[src/rtl/core/pfsr_pkg.sv]
// Package for the PCM FIFO sound register block: opcodes, register offsets,
// widths and the control structs passed between the top level, FIFOs and cells.
// Depends on nothing.
`default_nettype none

package pfsr_pkg;

    localparam int FIFO_DEPTH_DEFAULT = 32;
    localparam int NUM_SOUND_REGS     = 20;
    localparam int SND_IDX_W          = $clog2(NUM_SOUND_REGS);

    localparam int THRESH_W           = 6;
    localparam logic [THRESH_W-1:0] THRESH_RESET = 6'd16;

    localparam int IN_TDATA_W  = 32;
    localparam int IN_TUSER_W  = 2;
    localparam int RESULT_W    = 33;
    localparam int OUT_TDATA_W = 40;

    // Byte offsets within the io page
    localparam logic [7:0] ADDR_SND_LO  = 8'h60;
    localparam logic [7:0] ADDR_SND_HI  = 8'h86;
    localparam logic [7:0] ADDR_MIX     = 8'h82;
    localparam logic [7:0] ADDR_MASTER  = 8'h84;
    localparam logic [7:0] ADDR_BIAS    = 8'h88;
    localparam logic [7:0] ADDR_FIFO_A0 = 8'hA0;
    localparam logic [7:0] ADDR_FIFO_A1 = 8'hA2;
    localparam logic [7:0] ADDR_FIFO_B0 = 8'hA4;
    localparam logic [7:0] ADDR_FIFO_B1 = 8'hA6;

    localparam logic [15:0] MIX_KEEP_MASK   = 16'h77FF;
    localparam int          MIX_CLR_A_BIT   = 11;
    localparam int          MIX_CLR_B_BIT   = 15;
    localparam int          MASTER_EN_BIT   = 7;
    localparam logic [15:0] MASTER_EN_VALUE = 16'h0080;

    typedef enum logic [1:0] {
        OP_READ   = 2'd0,
        OP_WRITE  = 2'd1,
        OP_TICK_A = 2'd2,
        OP_TICK_B = 2'd3
    } op_t;

    // Per-item command to one FIFO
    typedef struct packed {
        logic        push;
        logic        pop;
        logic        clear;
        logic [15:0] data;
    } fifo_ctrl_t;

    // Per-cycle command to one storage cell
    typedef struct packed {
        logic shift;
        logic load_lo;
        logic load_hi;
    } cell_ctrl_t;

    // One result item, last field in the lowest bits
    typedef struct packed {
        logic       dma_request;
        logic [7:0] sample_b;
        logic [7:0] sample_a;
        logic [15:0] read_data;
    } result_t;

endpackage

`default_nettype wire

[src/rtl/core/pfsr_cell.sv]
// One byte cell of the sample FIFO chain.
// Depends on pfsr_pkg for the cell control struct.
`default_nettype none

module pfsr_cell (
    input  wire logic                clk,
    input  wire pfsr_pkg::cell_ctrl_t ctrl,
    input  wire logic [7:0]          shift_in,
    input  wire logic [7:0]          lo_byte,
    input  wire logic [7:0]          hi_byte,
    output logic [7:0]               data
);
    import pfsr_pkg::*;

    logic [7:0] data_reg;
    logic [7:0] data_next;

    // Shift towards the head on a pop, else take a pushed byte, else hold
    always_comb
    begin
        data_next = data_reg;
        if (ctrl.shift)
        begin
            data_next = shift_in;
        end
        else if (ctrl.load_lo)
        begin
            data_next = lo_byte;
        end
        else if (ctrl.load_hi)
        begin
            data_next = hi_byte;
        end
    end

    always_ff @(posedge clk)
    begin
        data_reg <= data_next;
    end

    assign data = data_reg;

endmodule

`default_nettype wire

[src/rtl/core/pfsr_fifo.sv]
// Sample FIFO built as a chain of byte cells with the oldest byte in cell 0,
// plus its fill count. Depends on pfsr_pkg and pfsr_cell.
`default_nettype none

module pfsr_fifo #(
    parameter int DEPTH = pfsr_pkg::FIFO_DEPTH_DEFAULT,
    localparam int CNT_W = $clog2(DEPTH + 1)
) (
    input  wire logic                 clk,
    input  wire logic                 rst_n,
    input  wire pfsr_pkg::fifo_ctrl_t ctrl,
    output logic [CNT_W-1:0]          count,
    output logic [7:0]                head
);
    import pfsr_pkg::*;

    logic [CNT_W-1:0] count_reg;
    logic [CNT_W-1:0] count_next;
    logic [7:0]       cell_data [DEPTH];
    logic             space_lo;
    logic             space_hi;

    assign space_lo = (count_reg != CNT_W'(DEPTH));
    assign space_hi = (count_reg < CNT_W'(DEPTH - 1));

    always_comb
    begin
        count_next = count_reg;
        if (ctrl.clear)
        begin
            count_next = '0;
        end
        else if (ctrl.push)
        begin
            count_next = count_reg + CNT_W'(space_lo) + CNT_W'(space_hi);
        end
        else if (ctrl.pop && (count_reg != '0))
        begin
            count_next = count_reg - CNT_W'(1);
        end
    end

    always_ff @(posedge clk or negedge rst_n)
    begin
        if (!rst_n)
        begin
            count_reg <= '0;
        end
        else
        begin
            count_reg <= count_next;
        end
    end

    for (genvar i = 0; i < DEPTH; i++)
    begin : g_cell
        cell_ctrl_t cc;
        logic [7:0] from_up;

        // Low byte lands in the first free cell, high byte in the one after
        assign cc.shift   = ctrl.pop && !ctrl.clear;
        assign cc.load_lo = ctrl.push && (count_reg == CNT_W'(i));
        if (i == 0)
        begin : g_head
            assign cc.load_hi = 1'b0;
        end
        else
        begin : g_body
            assign cc.load_hi = ctrl.push && (count_reg == CNT_W'(i - 1));
        end

        if (i == DEPTH - 1)
        begin : g_tail
            assign from_up = cell_data[i];
        end
        else
        begin : g_link
            assign from_up = cell_data[i + 1];
        end

        pfsr_cell u_cell (
            .clk      (clk),
            .ctrl     (cc),
            .shift_in (from_up),
            .lo_byte  (ctrl.data[7:0]),
            .hi_byte  (ctrl.data[15:8]),
            .data     (cell_data[i])
        );
    end

    assign count = count_reg;
    assign head  = cell_data[0];

endmodule

`default_nettype wire

[src/rtl/core/pcm_fifo_sound_register_block.sv]
// Top level of the PCM FIFO sound register block: bus decode, sound registers,
// two sample FIFOs and a two-entry output stage. Depends on pfsr_pkg, pfsr_fifo.
//
// The block takes one transfer per cycle on the slave stream: a bus read, a bus
// write or a timer tick for channel A or B, selected by s_axis_tuser. Every
// transfer yields exactly one result on the master stream, registered as it is
// taken when the output register is free, else parked while the receiver holds
// m_axis_tready low. Each result carries the read data (zero unless a read),
// both current samples as they stand after the item, and the DMA refill
// request of a tick. The sustained rate is one item per clock: each item is a
// single register update or a FIFO step on the cell chain, and the two-entry
// output stage keeps s_axis_tready high while one result waits; the input
// stalls only once a second result is parked behind a stalled one. Offsets
// 0x60-0x86 are twenty sound registers (0x82 is the mix word, whose bits 11
// and 15 empty FIFO A or B and are not stored; 0x84 keeps only master enable
// bit 7); 0x88 is the bias word; writes to 0xA0/0xA2 and 0xA4/0xA6 push the
// low then the high byte into FIFO A or B, and a byte pushed into a full FIFO
// is dropped. A tick pops the oldest byte as the channel's sample, or holds
// the sample when the FIFO is empty, and requests a refill when the fill left
// is below refill_threshold and dma_refill_enabled is set. Write the threshold
// on the cfg channel only while the block is idle. No clearing pass follows
// reset: FIFO contents are reached only through their fill counts, which
// reset clears.
`default_nettype none

module pcm_fifo_sound_register_block #(
    parameter int FIFO_DEPTH = pfsr_pkg::FIFO_DEPTH_DEFAULT
) (
    input  wire logic                            clk,
    input  wire logic                            rst_n,
    // Threshold write channel
    input  wire logic                            cfg_valid,
    output logic                                 cfg_ready,
    input  wire logic [pfsr_pkg::THRESH_W-1:0]   cfg_data,
    // Item input
    input  wire logic                            s_axis_tvalid,
    output logic                                 s_axis_tready,
    // [7:0] address, [23:8] write_data, [24] dma_refill_enabled, rest zero
    input  wire logic [pfsr_pkg::IN_TDATA_W-1:0] s_axis_tdata,
    // [1:0] opcode
    input  wire logic [pfsr_pkg::IN_TUSER_W-1:0] s_axis_tuser,
    // Result output
    output logic                                 m_axis_tvalid,
    input  wire logic                            m_axis_tready,
    // [15:0] read_data, [23:16] sample_a, [31:24] sample_b, [32] dma_request
    output logic [pfsr_pkg::OUT_TDATA_W-1:0]     m_axis_tdata
);
    import pfsr_pkg::*;

    localparam int CNT_W = $clog2(FIFO_DEPTH + 1);
    localparam int CMP_W = (CNT_W > THRESH_W) ? CNT_W : THRESH_W;

    // Architectural state
    logic [15:0]         sound_regs_reg [NUM_SOUND_REGS];
    logic [15:0]         bias_reg;
    logic                master_enable_reg;
    logic [15:0]         mix_control_reg;
    logic [7:0]          sample_a_reg;
    logic [7:0]          sample_b_reg;
    logic [THRESH_W-1:0] thresh_reg;

    // Output stage
    result_t out_reg;
    result_t out_next;
    logic    out_valid_reg;
    logic    out_valid_next;
    result_t skid_reg;
    result_t skid_next;
    logic    skid_valid_reg;
    logic    skid_valid_next;

    // Decoded item
    op_t         op;
    logic [7:0]  addr;
    logic [15:0] wdata;
    logic        dma_on;
    logic        in_xfer;
    logic        out_take;
    logic [7:0]  snd_off;
    logic [SND_IDX_W-1:0] snd_idx;
    logic        snd_hit;

    fifo_ctrl_t       fctl_a;
    fifo_ctrl_t       fctl_b;
    logic [CNT_W-1:0] count_a;
    logic [CNT_W-1:0] count_b;
    logic [7:0]       head_a;
    logic [7:0]       head_b;
    logic [CNT_W-1:0] left_a;
    logic [CNT_W-1:0] left_b;

    result_t     res;
    logic [7:0]  sample_a_next;
    logic [7:0]  sample_b_next;

    assign op      = op_t'(s_axis_tuser[1:0]);
    assign addr    = s_axis_tdata[7:0];
    assign wdata   = s_axis_tdata[23:8];
    assign dma_on  = s_axis_tdata[24];

    assign s_axis_tready = !skid_valid_reg;
    assign in_xfer       = s_axis_tvalid && s_axis_tready;
    assign out_take      = out_valid_reg && m_axis_tready;
    assign cfg_ready     = 1'b1;

    // Odd offsets share the register of the even offset below them
    assign snd_off = addr - ADDR_SND_LO;
    assign snd_idx = snd_off[SND_IDX_W:1];
    assign snd_hit = addr inside {[ADDR_SND_LO:ADDR_SND_HI]};

    // Fill left after a pop
    assign left_a = (count_a != '0) ? count_a - CNT_W'(1) : count_a;
    assign left_b = (count_b != '0) ? count_b - CNT_W'(1) : count_b;

    // FIFO commands for this item
    always_comb
    begin
        fctl_a = '{push: 1'b0, pop: 1'b0, clear: 1'b0, data: wdata};
        fctl_b = '{push: 1'b0, pop: 1'b0, clear: 1'b0, data: wdata};
        if (in_xfer)
        begin
            case (op)
                OP_WRITE:
                begin
                    fctl_a.push  = (addr == ADDR_FIFO_A0) || (addr == ADDR_FIFO_A1);
                    fctl_b.push  = (addr == ADDR_FIFO_B0) || (addr == ADDR_FIFO_B1);
                    fctl_a.clear = (addr == ADDR_MIX) && wdata[MIX_CLR_A_BIT];
                    fctl_b.clear = (addr == ADDR_MIX) && wdata[MIX_CLR_B_BIT];
                end
                OP_TICK_A: fctl_a.pop = 1'b1;
                OP_TICK_B: fctl_b.pop = 1'b1;
                default:   ;
            endcase
        end
    end

    // Result of this item, from the state before it
    always_comb
    begin
        res           = '0;
        sample_a_next = sample_a_reg;
        sample_b_next = sample_b_reg;
        case (op)
            OP_READ:
            begin
                if (addr == ADDR_BIAS)
                begin
                    res.read_data = bias_reg;
                end
                else if (addr == ADDR_MASTER)
                begin
                    res.read_data = master_enable_reg ? MASTER_EN_VALUE : 16'd0;
                end
                else if (addr == ADDR_MIX)
                begin
                    res.read_data = mix_control_reg;
                end
                else if (snd_hit)
                begin
                    res.read_data = sound_regs_reg[snd_idx];
                end
            end
            OP_TICK_A:
            begin
                if (count_a != '0)
                begin
                    sample_a_next = head_a;
                end
                res.dma_request = dma_on && (CMP_W'(left_a) < CMP_W'(thresh_reg));
            end
            OP_TICK_B:
            begin
                if (count_b != '0)
                begin
                    sample_b_next = head_b;
                end
                res.dma_request = dma_on && (CMP_W'(left_b) < CMP_W'(thresh_reg));
            end
            default: ;
        endcase
        res.sample_a = sample_a_next;
        res.sample_b = sample_b_next;
    end

    // Register writes and current samples
    always_ff @(posedge clk or negedge rst_n)
    begin
        if (!rst_n)
        begin
            for (int i = 0; i < NUM_SOUND_REGS; i++)
            begin
                sound_regs_reg[i] <= '0;
            end
            bias_reg          <= '0;
            master_enable_reg <= 1'b0;
            mix_control_reg   <= '0;
            sample_a_reg      <= '0;
            sample_b_reg      <= '0;
            thresh_reg        <= THRESH_RESET;
        end
        else
        begin
            if (cfg_valid && cfg_ready)
            begin
                thresh_reg <= cfg_data;
            end
            if (in_xfer)
            begin
                sample_a_reg <= sample_a_next;
                sample_b_reg <= sample_b_next;
                if (op == OP_WRITE)
                begin
                    if (addr == ADDR_BIAS)
                    begin
                        bias_reg <= wdata;
                    end
                    else if (addr == ADDR_MASTER)
                    begin
                        master_enable_reg <= wdata[MASTER_EN_BIT];
                    end
                    else if (addr == ADDR_MIX)
                    begin
                        mix_control_reg <= wdata & MIX_KEEP_MASK;
                    end
                    else if (snd_hit)
                    begin
                        sound_regs_reg[snd_idx] <= wdata;
                    end
                end
            end
        end
    end

    pfsr_fifo #(.DEPTH(FIFO_DEPTH)) u_fifo_a (
        .clk   (clk),
        .rst_n (rst_n),
        .ctrl  (fctl_a),
        .count (count_a),
        .head  (head_a)
    );

    pfsr_fifo #(.DEPTH(FIFO_DEPTH)) u_fifo_b (
        .clk   (clk),
        .rst_n (rst_n),
        .ctrl  (fctl_b),
        .count (count_b),
        .head  (head_b)
    );

    // Output register with a skid entry: park a new result while one waits
    always_comb
    begin
        out_next        = out_reg;
        out_valid_next  = out_valid_reg;
        skid_next       = skid_reg;
        skid_valid_next = skid_valid_reg;
        if (!out_valid_reg || out_take)
        begin
            out_valid_next  = skid_valid_reg || in_xfer;
            out_next        = skid_valid_reg ? skid_reg : res;
            skid_valid_next = 1'b0;
        end
        else if (in_xfer)
        begin
            skid_next       = res;
            skid_valid_next = 1'b1;
        end
    end

    always_ff @(posedge clk or negedge rst_n)
    begin
        if (!rst_n)
        begin
            out_valid_reg  <= 1'b0;
            skid_valid_reg <= 1'b0;
        end
        else
        begin
            out_valid_reg  <= out_valid_next;
            skid_valid_reg <= skid_valid_next;
        end
    end

    always_ff @(posedge clk)
    begin
        out_reg  <= out_next;
        skid_reg <= skid_next;
    end

    assign m_axis_tvalid = out_valid_reg;
    assign m_axis_tdata  = {(OUT_TDATA_W - RESULT_W)'(0), out_reg};

endmodule

`default_nettype wire

[config.mk]
export PLATFORM = sky130hd
export DESIGN_NAME = pcm_fifo_sound_register_block
export DESIGN_NICKNAME = d
export VERILOG_FILES = /design/src/rtl/core/pfsr_pkg.sv /design/src/rtl/core/pfsr_cell.sv /design/src/rtl/core/pfsr_fifo.sv /design/src/rtl/core/pcm_fifo_sound_register_block.sv
export SDC_FILE = /design/constraint.sdc
export NUM_CORES = 2
export LEC_CHECK = 0
export ABC_AREA = 1
export ABC_CLOCK_PERIOD_IN_PS = 3500
export BUFFER_PORTS_ARGS = -buffer_cell sky130_fd_sc_hd__buf_2
export CAP_MARGIN = 0
export CORE_ASPECT_RATIO = 0.7
export CORE_MARGIN = 2
export CORE_UTILIZATION = 50
export CTS_BUF_LIST = sky130_fd_sc_hd__clkbuf_8
export DETAILED_ROUTE_END_ITERATION = 16
export PLACE_DENSITY = 0.66
export SETUP_SLACK_MARGIN = 0.02
export SLEW_MARGIN = 30
export SYNTH_ARGS = -nofsm -noshare
export SYNTH_HDL_FRONTEND = slang
export SYNTH_SLANG_ARGS = --single-unit
[constraint.sdc]
create_clock -name clk -period 3.5 [get_ports clk]
set_clock_uncertainty 0.2 [all_clocks]
set_input_delay 0.7 -clock clk [delete_from_list [all_inputs] [get_ports clk]]
set_output_delay 0.7 -clock clk [all_outputs]
set_load 0.02 [all_outputs]
# Word-level counts from Yosys, hierarchy flattened
# Index checks and enable logic that the tools add are counted.
[word_totals] ff_bits=965 inputBits=45 out_inout_bits=43 word_cells=585
[classes] n_addsub=7 magnitude_cmp=8 eq_ne=74 mux=224 bitwise_logic=7 n_reduce_logical=163
[ops] cell="two-way mux 8 bit" count=193
[ops] cell="bitwise mux 320 bit" count=1
[ops] cell="equality test 6 x 5 -> 1 bit, second input constant" count=32
[ops] cell="nonzero test 3 bit" count=62
[ops] cell="two-way mux 16 bit" count=8
[ops] cell="equality test 6 x 4 -> 1 bit, second input constant" count=16
[ops] cell="binary-select mux 16 bit (select 5 bit)" count=1
[ops] cell="demux 16 bit (select 5 bit)" count=1
[ops] cell="logical AND 1 bit" count=76
[ops] cell="equality test 8 bit, second input constant" count=7
[ops] cell="equality test 6 x 3 -> 1 bit, second input constant" count=8
[ops] cell="two-way mux 6 bit" count=8
[ops] cell="two-way mux 33 bit" count=1
[ops] cell="adder 6 x 1 -> 6 bit" count=4
[ops] cell="equality test 6 x 2 -> 1 bit, second input constant" count=4
[ops] cell="equality test 6 x 1 -> 1 bit, second input constant" count=2
[ops] cell="zero test 6 bit" count=2
[ops] cell="< comparator 6 x 5 -> 1 bit, second input constant" count=2
[ops] cell="< comparator 6 bit" count=2
[ops] cell="inequality test 6 bit, second input constant" count=2
[ops] cell="nonzero test 6 bit" count=2
[ops] cell="subtractor 6 x 1 -> 6 bit, second input constant" count=2
[ops] cell="nonzero test 2 bit" count=5
[ops] cell="greater-or-equal comparator 8 x 7 -> 1 bit, second input constant" count=1
[ops] cell="19 further kinds" count=41

# Depth between registers and ports, before layout
[depth] ltp_word=11 mapped_depth=16 depth_no_buf=14

# By module
# A second synthesis with hierarchy kept.
[unflattened] hier_cells=7212 area_unflattened_um2=55379.4
[by_module_without_submodules] mod="pfsr_cell" n_inst=64 cells_each=70 area_each_um2=510.5 seq_area_each_um2=240.2
[by_module_without_submodules] mod="pcm_fifo_sound_register_block" n_inst=1 cells_each=2461 area_each_um2=21105.2 seq_area_each_um2=11367.2
[by_module_without_submodules] mod="pfsr_fifo at u_fifo_a" n_inst=1 cells_each=139 area_each_um2=822.0 seq_area_each_um2=150.1
[by_module_without_submodules] mod="pfsr_fifo at u_fifo_b" n_inst=1 cells_each=132 area_each_um2=780.7 seq_area_each_um2=150.1

# Least setup slack after synthesis
# Ideal clock, no wire load.
[synth_timing] path_kind="input port to flip-flop" start="input port m_axis_tready" end="register skid_reg[0] (netlist name), enable pin" setup_ns=0.423 arrival_ns=3.014 required_time_ns=2.877 slack_ns=-0.136 stages=3 n_path_buf=0 cell_sequence="inv_1 nand2_1 nor2_1"
[synth_between] elab_chain_len=4
[synth_rtl] item="start, declared" line="pcm_fifo_sound_register_block.sv:44" source="input wire logic m_axis_tready,"
[synth_rtl] item="logical AND 1 bit" line="pcm_fifo_sound_register_block.sv:103" source="assign out_take = out_valid_reg && m_axis_tready;"
[synth_rtl] item="logical OR 1 bit" line="pcm_fifo_sound_register_block.sv:257" source="if (!out_valid_reg || out_take)"
[synth_rtl] item="inverter 1 bit (no line)"
[synth_rtl] item="AND reduction 2 bit (no line)"
[synth_rtl] item="end signal, assigned" line="pcm_fifo_sound_register_block.sv:287" source="skid_reg <= skid_next;"
[synth_rtl] item="end, declared" line="pcm_fifo_sound_register_block.sv:67" source="result_t skid_reg;"
# No other way between the ends.
# A chain may end at the register's enable or synchronous reset.

# Final worst setup path
[layout_timing] start="register u_fifo_b.count_reg[0] (netlist: u_fifo_b.count[0])" end="register out_reg, in the netlist m_axis_tdata[32] (data pin)"
[layout_between] elab_chain_len=6 elab_cells_between_ends=7 classes_between="add/sub: 1; order compare: 1; mux: 3; reduce/logical: 2"
[layout_rtl] item="start, declared" line="pfsr_fifo.sv:17" source="logic [CNT_W-1:0] count_reg;"
[layout_rtl] item="start signal, assigned" line="pfsr_fifo.sv:51" source="count_reg <= count_next;"
[layout_rtl] item="subtractor 6 x 1 -> 6 bit or nonzero test 6 bit (tied branches)" line="pcm_fifo_sound_register_block.sv:113" source="assign left_b = (count_b != '0) ? count_b - CNT_W'(1) : count_b;"
[layout_rtl] item="two-way mux 6 bit (*)" line="pcm_fifo_sound_register_block.sv:113"
[layout_rtl] item="< comparator 6 bit (*)" line="pcm_fifo_sound_register_block.sv:177" source="res.dma_request = dma_on && (CMP_W'(left_b) < CMP_W'(thresh_reg));"
[layout_rtl] item="logical AND 1 bit (*)" line="pcm_fifo_sound_register_block.sv:177"
[layout_rtl] item="one-hot mux 1 bit (2 select lines) (*)" line="pcm_fifo_sound_register_block.sv:143" source="case (op)"
[layout_rtl] item="two-way mux 33 bit (*)" line="pcm_fifo_sound_register_block.sv:260" source="out_next = skid_valid_reg ? skid_reg : res;"
[layout_rtl] item="end signal, assigned" line="pcm_fifo_sound_register_block.sv:286" source="out_reg <= out_next;"
[layout_rtl] item="end, declared" line="pcm_fifo_sound_register_block.sv:63" source="result_t out_reg;"
# Every way passes the cells marked *; elsewhere a longest branch is shown, timed or not.

==> results <==
- The I/O pin count is 88.
- The largest net degree at the start of global routing is 106.
- The first routing iteration left 5,249 violations.
- The mean instance size in the synthesized netlist is 8.63 sq um.
- The number of routed nets with antenna violations is 0.
- The filler-free cell count of the finished design is 6,834.
- The initial antenna violation count is 4.
- The largest fanout on the critical path is 7.
- After detailed placement, the design holds a cell count of 6,540.
- STA classifies the critical path startpoint as a register.
- The total power is 26.4 mW.
- From synthesis to final layout, the design area changed by 10.1%.
- Buffers inserted during clock tree synthesis total 153.
- The net count of the finished layout is 5,524.
- The cell leakage power is 22.4 nW.
- After clock tree synthesis, the clock-pin slew on the worst setup and hold paths is 80 ps.
- In this run the power density over the cells is 511 mW/mm^2.
- The estimated wirelength of the detail-placed design is 87,600 um.
- After detailed routing, the average wire length per cell comes to 20.6 um.
- The number of pins exceeding their max-slew limit in the final report was 0.
- The clock passes through at most 3 buffers.
- The count of fill cells added during filler insertion is 8,410.
- Setup violations remaining at the end of the flow were counted as 0.
- The area of placed instances is 0.0488 sq mm.
- The required time of the critical path is 3890 ps.
- For this run, the number of Yosys warnings is 0.
- In this run, distinct cell masters in the synthesized netlist total 46.
- In the routed layout, each cell is associated on average with a via count of 5.67.
- The die covers 0.0965 sq mm.
- The register bit count reported by yosys is 965.
- For this run, design rule violations remaining after detail routing come to 0.
- The top cell type by total area after synthesis is sky130_fd_sc_hd__edfxtp_1.
- The post-synthesis cell count is 5,444.
- The routability congestion estimate from global placement is 0.939.
- The first global-routing pass estimated 214,000 um of wire.
- The number of clock sinks is 965.
- The number of enable flip-flop cells after synthesis is 578.
- The maximum resistive drop on vdd is 0.485 mV.
- The number of cell rows is 94.
- After routing, the total negative slack on setup checks comes to 0 ps.
- The core region is 0.0935 sq mm.
- For the pin with the worst max-slew slack, the measured transition is 1060 ps.
- The clock network latency to the later pin of the worst-skew pair is 870 ps.
- The starting density of the core is 50.3%.
- The capturing element type of the critical path is a register.
- After synthesis, the cell types taking the most area are sky130_fd_sc_hd__edfxtp_1, sky130_fd_sc_hd__dfrtp_1, sky130_fd_sc_hd__nand2_1.
- The worst endpoint data arrival time is 3550 ps.
- The register with the most flip-flops in the layout has 320 of them.
- Global routing used 29.1% of the available tracks across all layers.
- The worst hold path passes through 3 cells.
- Setup repair after global routing left no endpoint under its margin.
- The count of buffers inserted at the top-level ports is 72.
- The path type of the worst min-delay path is in -> reg.
- After clock tree synthesis, the setup repair step added 0 buffers.
- Counting flops with an async set or reset pin after synthesis yields a share of 40.1%.
- The share of final-layout standard cells stronger than drive strength 1 is 9.96%.
- Before antenna repair, the detailed router went through 6 iterations.
- The number of global-route vias before repair was 35.2k.
- After synthesis, the largest area contributor takes up 36.9% of total cell area.
- In this run the horizontal extent of the chip is 370 um.
- The count of instances resized after the clock tree is built is 0.
- Counting cells, the worst reg-to-reg path comes to 12.
- Detailed routing inserted a total of 38.7k vias.
- In this run the tightest slew margin relative to its limit is 29.3%.
- Summed over all layers, the global routing overflow is 0.
- The prevailing post-synth register cell is sky130_fd_sc_hd__edfxtp_1.
- The share of the Yosys chip area taken by registers is 57.5%.
- The final wirelength is 141,000 um.
- The post-route standard cell area excluding fillers is 0.0518 sq mm.
- TritonCTS built the clock tree.
- The clock tree root buffer cell is sky130_fd_sc_hd__clkbuf_8.
- The start-to-end type of the worst setup path is reg -> reg.
- The CTS H-tree depth is 4.
- Dividing the final minimum period by the clock period gives 90.2%.
- Measured along the y axis, the die boundary spans 260 um.
- The highest clock frequency the design can meet is 317 MHz.
- Subtracting the final worst setup slack from the clock period gives 3160 ps.
- The final-report hold violation count came to 0.
- The number of max-cap violations is 0.
- The run finished with clean final reports.
- The mapped netlist covers 0.0470 sq mm.
[worst max-delay path, cell delays in order (launching register included)]
cell and delay [ps]:
sky130_fd_sc_hd__dfrtp_1 490, sky130_fd_sc_hd__inv_1 230, sky130_fd_sc_hd__ha_1 210, sky130_fd_sc_hd__nand2_1 170
sky130_fd_sc_hd__nor2_1 350, sky130_fd_sc_hd__nor2_1 210, sky130_fd_sc_hd__ha_1 350, sky130_fd_sc_hd__nand2_1 70
sky130_fd_sc_hd__o21a_1 180, sky130_fd_sc_hd__nand3_1 150, sky130_fd_sc_hd__nand2_1 80, sky130_fd_sc_hd__nand3_1 80
sky130_fd_sc_hd__nand2_1 90
[per-layer routing]
layer	track usage, %	part of all wire (%)
met1	44.3	45
met2	41.0	42
met3	7.35	12
met4	7.96	2.0
met5	0	0
[worst paths after layout]
check | slack, ps | from | endpoint
worst max-delay path | 340 | u_fifo_b.count[0]$_DFFE_PN0P_ | m_axis_tdata[32]$_DFFE_PN_
worst min-delay path | 60 | cfg_data[3] | thresh_reg[3]$_DFFE_PN0P_
worst min register to register | 290 | sound_regs_reg[153]$_DFFE_PN0P_ | sound_regs_reg[153]$_DFFE_PN0P_
max in group asynchronous | 1980 | rst_n | sound_regs_reg[310]$_DFFE_PN0P_
worst max register to register | 340 | u_fifo_b.count[0]$_DFFE_PN0P_ | m_axis_tdata[32]$_DFFE_PN_
min in group asynchronous | 220 | rst_n | sound_regs_reg[262]$_DFFE_PN0P_
[power breakdown]
part / internal, mW / switching [mW]
combinational: 1.21 / 2.90
clock: 4.58 / 4.70
sequential: 12.7 / 0.302
[repair_timing]
item	4_1_cts	5_1_grt
setup endpoints to repair	0	0
hold buffers	8	0
hold endpoints to repair	75	0
[placed cells by master, fill, tap and decap left out, drive strengths merged, types with 3 or more instances in the layout]
cell type / instances
a21oi: 85
clkinv: 56
o22ai: 223
nand3: 74
conb: 8
edfxtp: 578
nand4: 17
o21a: 24
dfrtp: 386
nor2: 548
a31oi: 8
inv: 286
o211ai: 57
nand2: 1920
buf: 248
clkbuf: 164
o21ai: 798
ha: 22
a22o: 12
o22a: 14
xor2: 9
dlygate4sd3: 8
nor3: 19
clkinvlp: 4
bufinv: 3
[cell families after synthesis]
group,synth area share [%]
AND/OR/NAND/NOR,21.6
flip-flops,57.5
buffers and inverters,5.59
other,0.0160
XOR/XNOR,0.205
multiplexers,0.0240
adder cells (fa/ha/maj),0.671
AO/OA/AOI/OAI,14.3
[cells in the mapped netlist (4+ instances only)]
cell / n
sky130_fd_sc_hd__nand2_1: 1896
sky130_fd_sc_hd__edfxtp_1: 578
sky130_fd_sc_hd__nor2_1: 523
sky130_fd_sc_hd__o21ai_0: 500
sky130_fd_sc_hd__dfrtp_1: 386
sky130_fd_sc_hd__o21ai_1: 298
sky130_fd_sc_hd__clkbuf_1: 235
sky130_fd_sc_hd__o22ai_1: 223
sky130_fd_sc_hd__inv_1: 195
sky130_fd_sc_hd__buf_2: 111
sky130_fd_sc_hd__a21oi_1: 85
sky130_fd_sc_hd__nand3_1: 74
sky130_fd_sc_hd__o211ai_1: 57
sky130_fd_sc_hd__buf_1: 37
sky130_fd_sc_hd__inv_2: 26
sky130_fd_sc_hd__o21a_1: 24
sky130_fd_sc_hd__ha_1: 22
sky130_fd_sc_hd__buf_4: 19
sky130_fd_sc_hd__nand2_2: 18
sky130_fd_sc_hd__nor2_4: 17
sky130_fd_sc_hd__nor3_1: 17
sky130_fd_sc_hd__nand4_1: 16
sky130_fd_sc_hd__o22a_1: 14
sky130_fd_sc_hd__a22o_1: 12
sky130_fd_sc_hd__xor2_1: 9
sky130_fd_sc_hd__a31oi_1: 8
sky130_fd_sc_hd__clkinv_1: 6
sky130_fd_sc_hd__nor2_2: 6
sky130_fd_sc_hd__nand2_4: 5
sky130_fd_sc_hd__buf_6: 4
[area by class of cell]
class	count	area, sq um	share of cell area [%]
tap	1248	1560	3.02
antenna	2	5.00	0.00967
multi-input combinational	3850	17400	33.6
clock buffer	164	2260	4.36
timing repair buffer	256	2000	3.86
inverter	229	867	1.68
clock inverter	120	617	1.19
sequential	965	27000	52.3
[stage by stage]
step	hold slack, ps	setup WS (ps)	utilization (%)
after global placement	266	95.5	52.2
after global routing	63.3	274	55.3
after CTS	9.66	479	55.3
after floorplan	204	401	-
final	60.2	344	55.3
after detailed placement	273	81.7	52.2
Note: power is estimated with default switching activity, not from simulation.
